==> src/pfc_pkg.sv <==
// ----------------------------------------------------------------------------
// pfc_pkg
// Shared types and constants of the pivot fault classifier.
// ----------------------------------------------------------------------------
package pfc_pkg;

  localparam int ADDR_W    = 10;
  localparam int CAP_W     = 5;
  localparam int OUT_CNT_W = 5;
  localparam int CFG_IDX_W = 1;

  localparam logic [CAP_W-1:0] PCAP_RESET = 5'd16;
  localparam logic [CAP_W-1:0] BCAP_RESET = 5'd4;

  typedef enum logic [1:0] {
    FC_PIVOT    = 2'd0,
    FC_BUFFER   = 2'd1,
    FC_NONPIVOT = 2'd2,
    FC_OVERFLOW = 2'd3
  } fault_class_t;

  typedef enum logic [CFG_IDX_W-1:0] {
    REG_PIVOT_CAP  = 1'b0,
    REG_BUFFER_CAP = 1'b1
  } cfg_reg_t;

  typedef enum logic [1:0] {
    ST_IDLE,
    ST_SCAN,
    ST_COMMIT
  } pfc_state_t;

  typedef struct packed {
    logic valid;
    logic hit;
  } scan_tok_t;

endpackage

==> src/pfc_cell.sv <==
// ----------------------------------------------------------------------------
// pfc_cell
// One pivot entry: holds a row/column pair, compares the passing key and
// forwards the key and the accumulated hit flag to the next cell.
// ----------------------------------------------------------------------------
module pfc_cell #(
  parameter int ROW_WIDTH = 10,
  parameter int COL_WIDTH = 10,
  parameter int CNT_W     = 5,
  parameter int IDX       = 0
) (
  input  logic                    clk,
  input  logic                    rst_n,
  input  logic [CNT_W-1:0]        cnt,
  input  logic                    wr_en,
  input  logic [CNT_W-1:0]        wr_idx,
  input  logic [ROW_WIDTH-1:0]    wr_row,
  input  logic [COL_WIDTH-1:0]    wr_col,
  input  pfc_pkg::scan_tok_t      tok_in,
  input  logic [ROW_WIDTH-1:0]    row_in,
  input  logic [COL_WIDTH-1:0]    col_in,
  output pfc_pkg::scan_tok_t      tok_out,
  output logic [ROW_WIDTH-1:0]    row_out,
  output logic [COL_WIDTH-1:0]    col_out
);
  import pfc_pkg::*;

  logic [ROW_WIDTH-1:0] row_r;
  logic [COL_WIDTH-1:0] col_r;
  logic [ROW_WIDTH-1:0] row_fwd_r;
  logic [COL_WIDTH-1:0] col_fwd_r;
  scan_tok_t            tok_r;
  scan_tok_t            tok_nxt;
  logic                 active;
  logic                 match;

  // entry is live only below the pivot count
  assign active = cnt > CNT_W'(IDX);
  assign match  = active && ((row_r == row_in) || (col_r == col_in));

  always_comb begin
    tok_nxt.valid = tok_in.valid;
    tok_nxt.hit   = tok_in.hit | (tok_in.valid & match);
  end

  always_ff @(posedge clk) begin
    if (wr_en && (wr_idx == CNT_W'(IDX))) begin
      row_r <= wr_row;
      col_r <= wr_col;
    end
  end

  always_ff @(posedge clk) begin
    row_fwd_r <= row_in;
    col_fwd_r <= col_in;
  end

  always_ff @(posedge clk) begin
    if (!rst_n) begin
      tok_r <= '0;
    end else begin
      tok_r <= tok_nxt;
    end
  end

  assign tok_out = tok_r;
  assign row_out = row_fwd_r;
  assign col_out = col_fwd_r;

endmodule

==> src/pivot_fault_classifier.sv <==
// ----------------------------------------------------------------------------
// pivot_fault_classifier
// Pivot-fault redundancy analysis for one memory subarray.
// ----------------------------------------------------------------------------
// Each request carries one faulty cell address and returns one result: the
// fault class, the pivot and buffer counts after the fault and the two sticky
// array flags. After acceptance the key is registered at the head of the row,
// walks the row of pivot cells one cell per clock, then hit_r latches the hit
// and the commit state writes the class and counts before the next request
// can be accepted. The commit waits while an earlier result still sits unread
// in the output register. Otherwise the next request is taken while the result
// still waits for out_ready.
// new_array set on a request clears counts and flags before it is classified.
module pivot_fault_classifier #(
  parameter int PIVOT_ENTRIES  = 16,
  parameter int BUFFER_ENTRIES = 16,
  parameter int ROW_WIDTH      = 10,
  parameter int COL_WIDTH      = 10
) (
  input  logic                           clk,
  input  logic                           rst_n,
  input  logic                           cfg_we,
  input  logic [pfc_pkg::CFG_IDX_W-1:0]  cfg_index,
  input  logic [pfc_pkg::CAP_W-1:0]      cfg_wdata,
  input  logic                           in_valid,
  output logic                           in_ready,
  input  logic                           in_new_array,
  input  logic [pfc_pkg::ADDR_W-1:0]     in_row_addr,
  input  logic [pfc_pkg::ADDR_W-1:0]     in_col_addr,
  output logic                           out_valid,
  input  logic                           out_ready,
  output logic [1:0]                     out_fault_class,
  output logic [pfc_pkg::OUT_CNT_W-1:0]  out_pivots_held,
  output logic [pfc_pkg::OUT_CNT_W-1:0]  out_buffers_held,
  output logic                           out_buffer_in_use,
  output logic                           out_unrepairable
);
  import pfc_pkg::*;

  localparam int PCNT_W = $clog2(PIVOT_ENTRIES + 1);
  localparam int BCNT_W = $clog2(BUFFER_ENTRIES + 1);
  localparam int CMP_P  = (PCNT_W > CAP_W) ? PCNT_W : CAP_W;
  localparam int CMP_B  = (BCNT_W > CAP_W) ? BCNT_W : CAP_W;

  pfc_state_t state_r, state_nxt;

  logic [CAP_W-1:0] pcap_r;
  logic [CAP_W-1:0] bcap_r;

  logic [PCNT_W-1:0] pcnt_r, pcnt_nxt;
  logic [BCNT_W-1:0] bcnt_r, bcnt_nxt;
  logic              bused_r, bused_nxt;
  logic              ovf_r, ovf_nxt;
  logic              hit_r;

  logic [ROW_WIDTH-1:0] q_row_r;
  logic [COL_WIDTH-1:0] q_col_r;
  scan_tok_t            head_tok_r;

  logic                 accept;
  logic                 commit;
  logic                 out_free;
  logic                 wr_en;
  logic                 pivot_room;
  logic                 buffer_room;
  fault_class_t         cls;

  logic [ROW_WIDTH+ADDR_W-1:0] row_ext;
  logic [COL_WIDTH+ADDR_W-1:0] col_ext;
  logic [ROW_WIDTH-1:0]        row_key;
  logic [COL_WIDTH-1:0]        col_key;

  logic [PCNT_W+OUT_CNT_W-1:0] pcnt_ext;
  logic [BCNT_W+OUT_CNT_W-1:0] bcnt_ext;

  logic                        out_valid_r;
  fault_class_t                out_cls_r;
  logic [OUT_CNT_W-1:0]        out_piv_r;
  logic [OUT_CNT_W-1:0]        out_buf_r;
  logic                        out_bused_r;
  logic                        out_ovf_r;

  scan_tok_t            tok   [PIVOT_ENTRIES+1];
  logic [ROW_WIDTH-1:0] row_c [PIVOT_ENTRIES+1];
  logic [COL_WIDTH-1:0] col_c [PIVOT_ENTRIES+1];
  logic [PIVOT_ENTRIES:0] tok_valid;

  assign row_ext = {{ROW_WIDTH{1'b0}}, in_row_addr};
  assign col_ext = {{COL_WIDTH{1'b0}}, in_col_addr};
  assign row_key = row_ext[ROW_WIDTH-1:0];
  assign col_key = col_ext[COL_WIDTH-1:0];

  // configuration
  always_ff @(posedge clk) begin
    if (!rst_n) begin
      pcap_r <= PCAP_RESET;
      bcap_r <= BCAP_RESET;
    end else if (cfg_we) begin
      case (cfg_reg_t'(cfg_index))
        REG_PIVOT_CAP:  pcap_r <= cfg_wdata;
        REG_BUFFER_CAP: bcap_r <= cfg_wdata;
        default: begin
        end
      endcase
    end
  end

  // cell row
  assign tok[0]   = head_tok_r;
  assign row_c[0] = q_row_r;
  assign col_c[0] = q_col_r;

  for (genvar g = 0; g < PIVOT_ENTRIES; g++) begin : g_cell
    pfc_cell #(
      .ROW_WIDTH (ROW_WIDTH),
      .COL_WIDTH (COL_WIDTH),
      .CNT_W     (PCNT_W),
      .IDX       (g)
    ) u_cell (
      .clk     (clk),
      .rst_n   (rst_n),
      .cnt     (pcnt_r),
      .wr_en   (wr_en),
      .wr_idx  (pcnt_r),
      .wr_row  (q_row_r),
      .wr_col  (q_col_r),
      .tok_in  (tok[g]),
      .row_in  (row_c[g]),
      .col_in  (col_c[g]),
      .tok_out (tok[g+1]),
      .row_out (row_c[g+1]),
      .col_out (col_c[g+1])
    );
  end

  for (genvar v = 0; v <= PIVOT_ENTRIES; v++) begin : g_tokv
    assign tok_valid[v] = tok[v].valid;
  end

  // control
  assign out_free = !out_valid_r || out_ready;

  always_comb begin
    state_nxt = state_r;
    case (state_r)
      ST_IDLE:   if (in_valid) state_nxt = ST_SCAN;
      ST_SCAN:   if (tok[PIVOT_ENTRIES].valid) state_nxt = ST_COMMIT;
      ST_COMMIT: if (out_free) state_nxt = ST_IDLE;
      default:   state_nxt = ST_IDLE;
    endcase
  end

  always_comb begin
    in_ready = 1'b0;
    commit   = 1'b0;
    case (state_r)
      ST_IDLE:   in_ready = 1'b1;
      ST_COMMIT: commit   = out_free;
      default: begin
      end
    endcase
  end

  assign accept = in_valid && in_ready;

  assign pivot_room  = (CMP_P'(pcnt_r) < CMP_P'(pcap_r)) &&
                       (pcnt_r < PCNT_W'(PIVOT_ENTRIES));
  assign buffer_room = (CMP_B'(bcnt_r) < CMP_B'(bcap_r)) &&
                       (bcnt_r < BCNT_W'(BUFFER_ENTRIES));

  always_comb begin
    pcnt_nxt  = pcnt_r;
    bcnt_nxt  = bcnt_r;
    bused_nxt = bused_r;
    ovf_nxt   = ovf_r;
    cls       = FC_PIVOT;
    wr_en     = 1'b0;
    if (accept && in_new_array) begin
      pcnt_nxt  = '0;
      bcnt_nxt  = '0;
      bused_nxt = 1'b0;
      ovf_nxt   = 1'b0;
    end else if (commit) begin
      if ((pcnt_r == '0) || (!hit_r && pivot_room)) begin
        wr_en    = 1'b1;
        pcnt_nxt = pcnt_r + PCNT_W'(1);
        cls      = FC_PIVOT;
      end else if (hit_r) begin
        cls = FC_NONPIVOT;
      end else if (buffer_room) begin
        bcnt_nxt  = bcnt_r + BCNT_W'(1);
        bused_nxt = 1'b1;
        cls       = FC_BUFFER;
      end else begin
        ovf_nxt = 1'b1;
        cls     = FC_OVERFLOW;
      end
    end
  end

  always_ff @(posedge clk) begin
    if (!rst_n) begin
      state_r    <= ST_IDLE;
      pcnt_r     <= '0;
      bcnt_r     <= '0;
      bused_r    <= 1'b0;
      ovf_r      <= 1'b0;
      head_tok_r <= '0;
    end else begin
      state_r          <= state_nxt;
      pcnt_r           <= pcnt_nxt;
      bcnt_r           <= bcnt_nxt;
      bused_r          <= bused_nxt;
      ovf_r            <= ovf_nxt;
      head_tok_r.valid <= accept;
      head_tok_r.hit   <= 1'b0;
    end
  end

  always_ff @(posedge clk) begin
    if (accept) begin
      q_row_r <= row_key;
      q_col_r <= col_key;
    end
    if (tok[PIVOT_ENTRIES].valid) begin
      hit_r <= tok[PIVOT_ENTRIES].hit;
    end
  end

  // result register
  assign pcnt_ext = {{OUT_CNT_W{1'b0}}, pcnt_nxt};
  assign bcnt_ext = {{OUT_CNT_W{1'b0}}, bcnt_nxt};

  always_ff @(posedge clk) begin
    if (!rst_n) begin
      out_valid_r <= 1'b0;
    end else if (commit) begin
      out_valid_r <= 1'b1;
    end else if (out_ready) begin
      out_valid_r <= 1'b0;
    end
  end

  always_ff @(posedge clk) begin
    if (commit) begin
      out_cls_r   <= cls;
      out_piv_r   <= pcnt_ext[OUT_CNT_W-1:0];
      out_buf_r   <= bcnt_ext[OUT_CNT_W-1:0];
      out_bused_r <= bused_nxt;
      out_ovf_r   <= ovf_nxt;
    end
  end

  assign out_valid         = out_valid_r;
  assign out_fault_class   = out_cls_r;
  assign out_pivots_held   = out_piv_r;
  assign out_buffers_held  = out_buf_r;
  assign out_buffer_in_use = out_bused_r;
  assign out_unrepairable  = out_ovf_r;

  // checks
  a_one_token: assert property (@(posedge clk) disable iff (!rst_n)
    $countones(tok_valid) <= 1)
    else $error("more than one compare token in the cell row");

  a_token_exit_scan: assert property (@(posedge clk) disable iff (!rst_n)
    tok[PIVOT_ENTRIES].valid |-> state_r == ST_SCAN)
    else $error("compare token left the row outside a scan");

  a_pivot_bound: assert property (@(posedge clk) disable iff (!rst_n)
    pcnt_r <= PCNT_W'(PIVOT_ENTRIES))
    else $error("pivot count above store size");

  a_buffer_bound: assert property (@(posedge clk) disable iff (!rst_n)
    bcnt_r <= BCNT_W'(BUFFER_ENTRIES))
    else $error("buffer count above store size");

  a_pivot_grows: assert property (@(posedge clk) disable iff (!rst_n)
    wr_en |=> pcnt_r == $past(pcnt_r) + PCNT_W'(1))
    else $error("pivot write without count increment");

endmodule

==> config.mk <==
export PLATFORM = sky130hd
export DESIGN_NAME = pivot_fault_classifier
export DESIGN_NICKNAME = d
export VERILOG_FILES = /design/src/pfc_pkg.sv /design/src/pfc_cell.sv /design/src/pivot_fault_classifier.sv
export SDC_FILE = /design/constraint.sdc
export NUM_CORES = 1
export LEC_CHECK = 0
export ABC_CLOCK_PERIOD_IN_PS = 12200
export BUFFER_PORTS_ARGS = -buffer_cell sky130_fd_sc_hd__buf_2
export CORE_MARGIN = 8
export CORE_UTILIZATION = 50
export CTS_CLUSTER_DIAMETER = 40
export CTS_CLUSTER_SIZE = 10
export DETAILED_ROUTE_END_ITERATION = 7
export GPL_ROUTABILITY_DRIVEN = 0
export MAX_ROUTING_LAYER = met4
export PLACE_DENSITY_LB_ADDON = 0.08
export SLEW_MARGIN = 20
export SYNTH_ARGS = -nofsm -noshare
export SYNTH_HDL_FRONTEND = slang
export SYNTH_SLANG_ARGS = --single-unit
==> constraint.sdc <==
create_clock -name clk -period 12.2 [get_ports clk]
set_input_delay 2.44 -clock clk [delete_from_list [all_inputs] [get_ports clk]]
set_output_delay 2.44 -clock clk [all_outputs]
set_load 0.05 [all_outputs]
Word level (Yosys, flattened, before mapping)
Index checks and enable logic that the tools add are counted.
{"block": "classes", "mux": 31, "n_eq_ne": 52, "bitwise_logic": 33, "order_cmp": 20, "reduce_logical": 65, "addsub": 2}
{"op": "10-bit equality test", "count": 32}
{"op": "5-bit by 4-bit equality test with 1-bit output (second input constant)", "count": 8}
{"op": "5-bit by 4-bit greater-than comparator with 1-bit output (second input constant)", "count": 8}
{"op": "5-bit 2-to-1 mux", "count": 8}
{"op": "1-bit logical AND", "count": 37}
{"op": "5-bit by 3-bit equality test with 1-bit output (second input constant)", "count": 4}
{"op": "5-bit by 3-bit greater-than comparator with 1-bit output (second input constant)", "count": 4}
{"op": "1-bit logical OR", "count": 18}
{"op": "1-bit 2-to-1 mux", "count": 17}
{"op": "1-bit AND", "count": 16}
{"op": "1-bit OR", "count": 16}
{"op": "5-bit by 1-bit adder with 5-bit output (second input constant)", "count": 2}
{"op": "5-bit by 2-bit equality test with 1-bit output (second input constant)", "count": 2}
{"op": "5-bit by 1-bit greater-than comparator with 1-bit output (second input constant)", "count": 2}
{"op": "5-bit by 2-bit greater-than comparator with 1-bit output (second input constant)", "count": 2}
{"op": "5-bit < comparator", "count": 2}
{"op": "5-bit < comparator (second input constant)", "count": 2}
{"op": "2-bit 2-to-1 mux", "count": 5}
{"op": "2-bit case mux with 3 select lines", "count": 1}
{"op": "5-bit by 1-bit equality test with 1-bit output (second input constant)", "count": 1}
{"op": "5-bit zero test", "count": 1}
{"op": "2-bit inequality test (second input constant)", "count": 2}
{"op": "2-bit AND reduction", "count": 2}
{"op": "3-bit AND reduction", "count": 1}
{"op": "other kinds (9)", "count": 10}
{"block": "totals", "regBits": 714, "in_bits": 32, "wordCells": 316}

Logic depth before layout (Yosys ltp)
{"block": "logic_depth", "depth_word": 8, "depth_mapped": 8}

Modules after synthesis
From an unflattened synthesis, not the netlist that was laid out.
{"block": "unflattened", "hier_cells": 1431, "area_unflattened_um2": 23535.1}
{"module": "pivot_fault_classifier", "seq_area_each_um2": 1571.5, "cells_per_inst": 212, "n_inst": 1, "area_each_um2": 2507.4}
{"module": "pfc_cell at g_cell[9].u_cell", "seq_area_each_um2": 1041.0, "cells_per_inst": 77, "n_inst": 1, "area_each_um2": 1335.0}
{"module": "pfc_cell at g_cell[12].u_cell", "seq_area_each_um2": 1041.0, "cells_per_inst": 77, "n_inst": 1, "area_each_um2": 1333.8}
{"module": "pfc_cell at g_cell[13].u_cell", "seq_area_each_um2": 1041.0, "cells_per_inst": 77, "n_inst": 1, "area_each_um2": 1330.0}
{"module": "pfc_cell at g_cell[10].u_cell", "seq_area_each_um2": 1041.0, "cells_per_inst": 77, "n_inst": 1, "area_each_um2": 1323.8}
{"module": "pfc_cell at g_cell[1].u_cell", "seq_area_each_um2": 1041.0, "cells_per_inst": 76, "n_inst": 1, "area_each_um2": 1322.5}
{"module": "pfc_cell at g_cell[8].u_cell", "seq_area_each_um2": 1041.0, "cells_per_inst": 77, "n_inst": 1, "area_each_um2": 1320.0}
{"module": "pfc_cell at g_cell[5].u_cell", "seq_area_each_um2": 1041.0, "cells_per_inst": 76, "n_inst": 1, "area_each_um2": 1318.8}
{"module": "pfc_cell at g_cell[4].u_cell", "seq_area_each_um2": 1041.0, "cells_per_inst": 78, "n_inst": 1, "area_each_um2": 1315.0}
{"module": "pfc_cell at g_cell[14].u_cell", "seq_area_each_um2": 1041.0, "cells_per_inst": 76, "n_inst": 1, "area_each_um2": 1313.8}
{"module": "pfc_cell at g_cell[6].u_cell", "seq_area_each_um2": 1041.0, "cells_per_inst": 76, "n_inst": 1, "area_each_um2": 1308.8}
{"module": "pfc_cell at g_cell[2].u_cell", "seq_area_each_um2": 1041.0, "cells_per_inst": 76, "n_inst": 1, "area_each_um2": 1306.3}
{"module": "pfc_cell at g_cell[7].u_cell", "seq_area_each_um2": 1041.0, "cells_per_inst": 75, "n_inst": 1, "area_each_um2": 1305.0}
{"module": "pfc_cell at g_cell[0].u_cell", "seq_area_each_um2": 1041.0, "cells_per_inst": 76, "n_inst": 1, "area_each_um2": 1303.8}
{"module": "3 more rows"}

Least setup slack after synthesis
OpenSTA, ideal clock, no wires.
{"block": "synth_path", "path_type": "input-to-reg", "startpoint": "input out_ready", "endpoint": "register g_cell[11].u_cell.col_r[0] (enable)", "cell_stages": 6, "path_slack_ns": 6.578, "arrival_time_ns": 5.174, "path_buffers": 1, "t_required_ns": 11.752, "cell_sequence": "nand2b_1 nand2b_1 buf_6 a211oi_4 nand2_2 nor4_1"}
{"block": "synth_via", "elab_chain_cells": 5}
{"item": "start, declared", "line": "pivot_fault_classifier.sv:31", "source": "input logic out_ready,"}
{"item": "1-bit logical OR", "line": "pivot_fault_classifier.sv:141", "source": "assign out_free = !out_valid_r || out_ready;"}
{"item": "1-bit 2-to-1 mux", "line": "pivot_fault_classifier.sv:156", "source": "case (state_r)"}
{"item": "1-bit 2-to-1 mux", "line": "pivot_fault_classifier.sv:183", "source": "end else if (commit) begin"}
{"item": "1-bit 2-to-1 mux", "line": "pivot_fault_classifier.sv:178", "source": "if (accept && in_new_array) begin"}
{"item": "1-bit logical AND", "line": "pfc_cell.sv:47", "source": "if (wr_en && (wr_idx == CNT_W'(IDX))) begin"}
{"item": "end signal, assigned", "line": "pfc_cell.sv:49", "source": "col_r <= wr_col;"}
{"item": "end, declared", "line": "pfc_cell.sv:29", "source": "logic [COL_WIDTH-1:0] col_r;"}
Every way passes these cells.
A chain may end at the register's enable or synchronous reset.

Worst setup path in the final report
{"block": "layout_path", "startpoint": "input out_ready", "endpoint": "register g_cell[8].u_cell.row_r[0] (enable)"}
{"block": "layout_via", "elab_chain_cells": 5}
{"item": "1-bit logical OR", "line": "pivot_fault_classifier.sv:141"}
{"item": "1-bit 2-to-1 mux", "line": "pivot_fault_classifier.sv:156"}
{"item": "1-bit 2-to-1 mux", "line": "pivot_fault_classifier.sv:183"}
{"item": "1-bit 2-to-1 mux", "line": "pivot_fault_classifier.sv:178"}
{"item": "1-bit logical AND", "line": "pfc_cell.sv:47"}
{"item": "end signal, assigned", "line": "pfc_cell.sv:48", "source": "row_r <= wr_row;"}
{"item": "end, declared", "line": "pfc_cell.sv:28", "source": "logic [ROW_WIDTH-1:0] row_r;"}
Every way passes these cells.

==> results.json <==
{
  "outcome": "finished clean",
  "synth_top_family_by_area": "XOR/XNOR gates",
  "routed_wl_um": 44600,
  "clock-sinks": 713,
  "max_freq_ghz": 0.241,
  "layout.nets": 1593,
  "placed_cells": 2053,
  "die_w_um": 230,
  "drtPass1Iterations": 6,
  "synth_compound_area_share_pct": 2.36,
  "yosysUniqueCellTypes": 51,
  "drive_gt1_share_pct": 12.8,
  "fp.coreArea_um2": 45300,
  "yosys.area.top_type_share_pct": 46.6,
  "fin_cells": 2218,
  "vias": 10900,
  "grt-ovfl-total": 0,
  "crit_arrival_ps": 4450,
  "crit_type": "primary input to flop",
  "seqPwrFrac_pct": 50.9,
  "synthCells": 1401,
  "maxCapViolCount": 0,
  "cp_num_buf_inv": 3,
  "min_path_type": "flop to flop",
  "slew_violations": 0,
  "synth.area.mux_share_pct": 0.399,
  "slowest_delay_ps": 590,
  "min_from": "g_cell[4].u_cell.row_out[4]",
  "r2r-start": "pcnt_r[4]",
  "async_flop_share_pct": 0,
  "drt-initial-drc-count": 583,
  "worst_pin_slew_ps": 1060,
  "combinationalPowerShare_pct": 1.8,
  "final.min_clock_period_ps": 4140,
  "avgSynthCellArea_um2": 16.3,
  "cts-root-buf": "clkbuf_16",
  "fin_crit_sh_pct": 34.0,
  "critPathTopFamily": "simple AND/OR/NAND/NOR gates",
  "rsz0062_at_grt": "false",
  "hold_viol_final": 0,
  "synth_nets": 1447,
  "ir_worst_vdd_v": 0.000144,
  "clock_latency_ps": 610,
  "grt_max_degree": 37,
  "p_clk_share_pct": 47.3,
  "required_ps": 12510,
  "seq_area_frac_synth_pct": 78.0,
  "dpl_worst_slack_ps": 7130,
  "crit_top_cell": "nand2b_1",
  "antenna_found_initial": 2,
  "remaining_drc_errors": 0,
  "start_util_pct": 50.5,
  "chipHeight_um": 230,
  "synth.largest_area_cell": "edfxtp_1",
  "synthTopCellsByArea": "edfxtp_1 47%, dfxtp_1 31%, xor2_1 7.0%",
  "p_sw_mw": 1.02,
  "ios": 48,
  "synth-edff-count": 355,
  "ctsHtreeMaxLevel": 3,
  "syn_area_um2": 22900,
  "placementRows": 78,
  "ant_nets": 0,
  "relSlewSlack_pct": 29.3,
  "path_cells": "buf_2, nand2b_1, nand2b_1, buf_4, a211oi_4, nand2_2, nor4_4, buf_6",
  "sw_frac_of_total_pct": 19.8,
  "startpoint_type": "primary input",
  "rrSetupSlack_ps": 8640,
  "yosysWarnings": 0,
  "setup_viol": 0,
  "wire_per_inst_um": 20.1,
  "clkSlewWorstSetupHoldPaths_ps": 50,
  "critPathCaptureType": "flop",
  "grt_pass1_wl_um": 68100,
  "grt_usage_pct": 17.5,
  "area_growth_pct": 17.2,
  "holdBufCountCts": 0,
  "hpwl_um": 29600,
  "cts_tree": "done",
  "cts-resized-gates": 0,
  "clockBufferDepth": 3,
  "finalClockSkew_ps": 17.8,
  "synthXorXnorAreaFrac_pct": 12.4,
  "viasPerCell": 4.92,
  "finalPower_mw": 5.17,
  "setup_ws_ps": 8060,
  "tns_ps": 0,
  "worst-path-stages": 8,
  "grt_pass1_vias": 11500,
  "r2r_end": "g_cell[4].u_cell.col_r[3]",
  "crit_fanout": 12,
  "synth-seq-cells": 713,
  "p_per_area_nw_per_um2": 193,
  "intPower_mw": 4.14,
  "slowest_stage": "nor4_4",
  "die_area_um2": 52800,
  "cts_setup_buffers": 0,
  "cts_buffers": 90,
  "port_buffers": 47,
  "ys.flop_type": "dfxtp_1",
  "reg2regPathDepth": 6,
  "hold_depth": 0,
  "synth_fa_ha_area_share_pct": 0.766,
  "synthSimpleGateAreaFrac_pct": 5.42,
  "holdPathEnd": "g_cell[5].u_cell.row_out[4]",
  "leakagePower_nw": 9.64
}
==> kinds of logic (layout without fill, tap and decap cells) <==
logic type      Yosys count  after routing
fa+ha+maj                14             14
simple gates            225            225
mux                       9              9
compound gates           78             78
buf+inv                  39            255
other cells               0              1
flops                   713            713
xor+xnor                323            323
==> layout make-up <==
type,instances,area (µm²)
Timing Repair Buffer,70,419
Clock buffer,141,2580
Antenna cell,1,2.50
Clock inverter,21,223
Inverter,23,86.3
Fill cell,3486,18500
Sequential cell,713,17800
Multi-Input combinational cell,649,4920
Tap cell,600,751
==> power by group through the flow <==
stage | logic, mW | clock network [mW] | registers [mW]
after floorplan | 0.0549 | 0 | 2.66
after global placement | 0.0893 | 0 | 2.68
after detailed placement | 0.0913 | 0 | 2.68
after CTS | 0.0918 | 2.50 | 2.64
after global routing | 0.101 | 2.60 | 2.64
final | 0.0908 | 2.45 | 2.63
==> synth_stat cells (11+ instances only) <==
cell        n
nor3_1     11
xnor2_1   139
and2_1     19
nor4_1     51
o21ai_0    24
nor2_1     35
nand3_1    20
nand2_1    28
inv_1      22
ha_1       14
clkbuf_1   11
xor2_1    184
edfxtp_1  355
a21oi_1    19
dfxtp_1   358
nand4_1    36
==> worst max path at each step <==
| stage | from | to |
|---|---|---|
| 2_1_floorplan | out_ready | g_cell[11].u_cell.col_r[0] |
| 3_3_place_gp | out_ready | g_cell[8].u_cell.col_r[0] |
| 3_5_place_dp | out_ready | g_cell[8].u_cell.col_r[5] |
| 4_1_cts | out_ready | g_cell[8].u_cell.col_r[6] |
| 5_1_grt | out_ready | g_cell[5].u_cell.row_r[2] |
| 6_report | out_ready | g_cell[8].u_cell.row_r[0] |
==> cell usage in the layout, fill, tap and decap left out, types with 4 or more instances in the layout <==
master / instances
a21oi_1: 19
a32o_1: 10
and2_1: 19
and3_1: 6
buf_2: 47
buf_4: 21
bufinv_16: 4
clkbuf_1: 42
clkbuf_16: 94
clkbuf_8: 5
clkinv_2: 7
dfxtp_1: 358
edfxtp_1: 355
ha_1: 14
inv_1: 22
mux2i_1: 8
nand2_1: 28
nand2b_1: 6
nand3_1: 20
nand4_1: 36
nor2_1: 35
nor3_1: 8
nor4_1: 48
o21a_1: 5
o21ai_0: 24
xnor2_1: 139
xor2_1: 184
==> registers in the layout, indices dropped and copies added, names as in the netlist, 2 cells and up <==
register	flops
g_cell.u_cell.col_r	160
g_cell.u_cell.row_r	160
g_cell.u_cell.col_out	150
g_cell.u_cell.row_out	150
g_cell.u_cell.tok_out	32
q_col_r	10
q_row_r	10
bcap_r	5
bcnt_r	5
out_buffers_held	5
out_pivots_held	5
pcap_r	5
pcnt_r	5
out_fault_class	2
state_r	2
==> worst register-to-register path: stages (launching register included) <==
cell	delay, ps
dfxtp_1	700
ha_1	370
a211oi_1	290
a21boi_2	170
a21o_1	250
nor4_1	550
and2_1	830
==> layer usage <==
layer  vias to the layer above  track usage (%)  part of all wire [%]
met5                         -                -                     0
met4                         0             7.29                   3.5
met3                       112             3.77                   3.8
met2                       207             30.1                    52
met1                      5306             19.8                    41
li1                       5294                -                     -
==> through the flow <==
stage	hold WS, ps	util, %	instance area [µm²]
2_1_floorplan	349	-	22900
3_3_place_gp	354	53.0	24000
3_5_place_dp	353	53.0	24000
4_1_cts	357	59.1	26800
5_1_grt	363	59.2	26800
6_report	353	59.2	26800
Note: power is estimated with default switching activity, not from simulation.
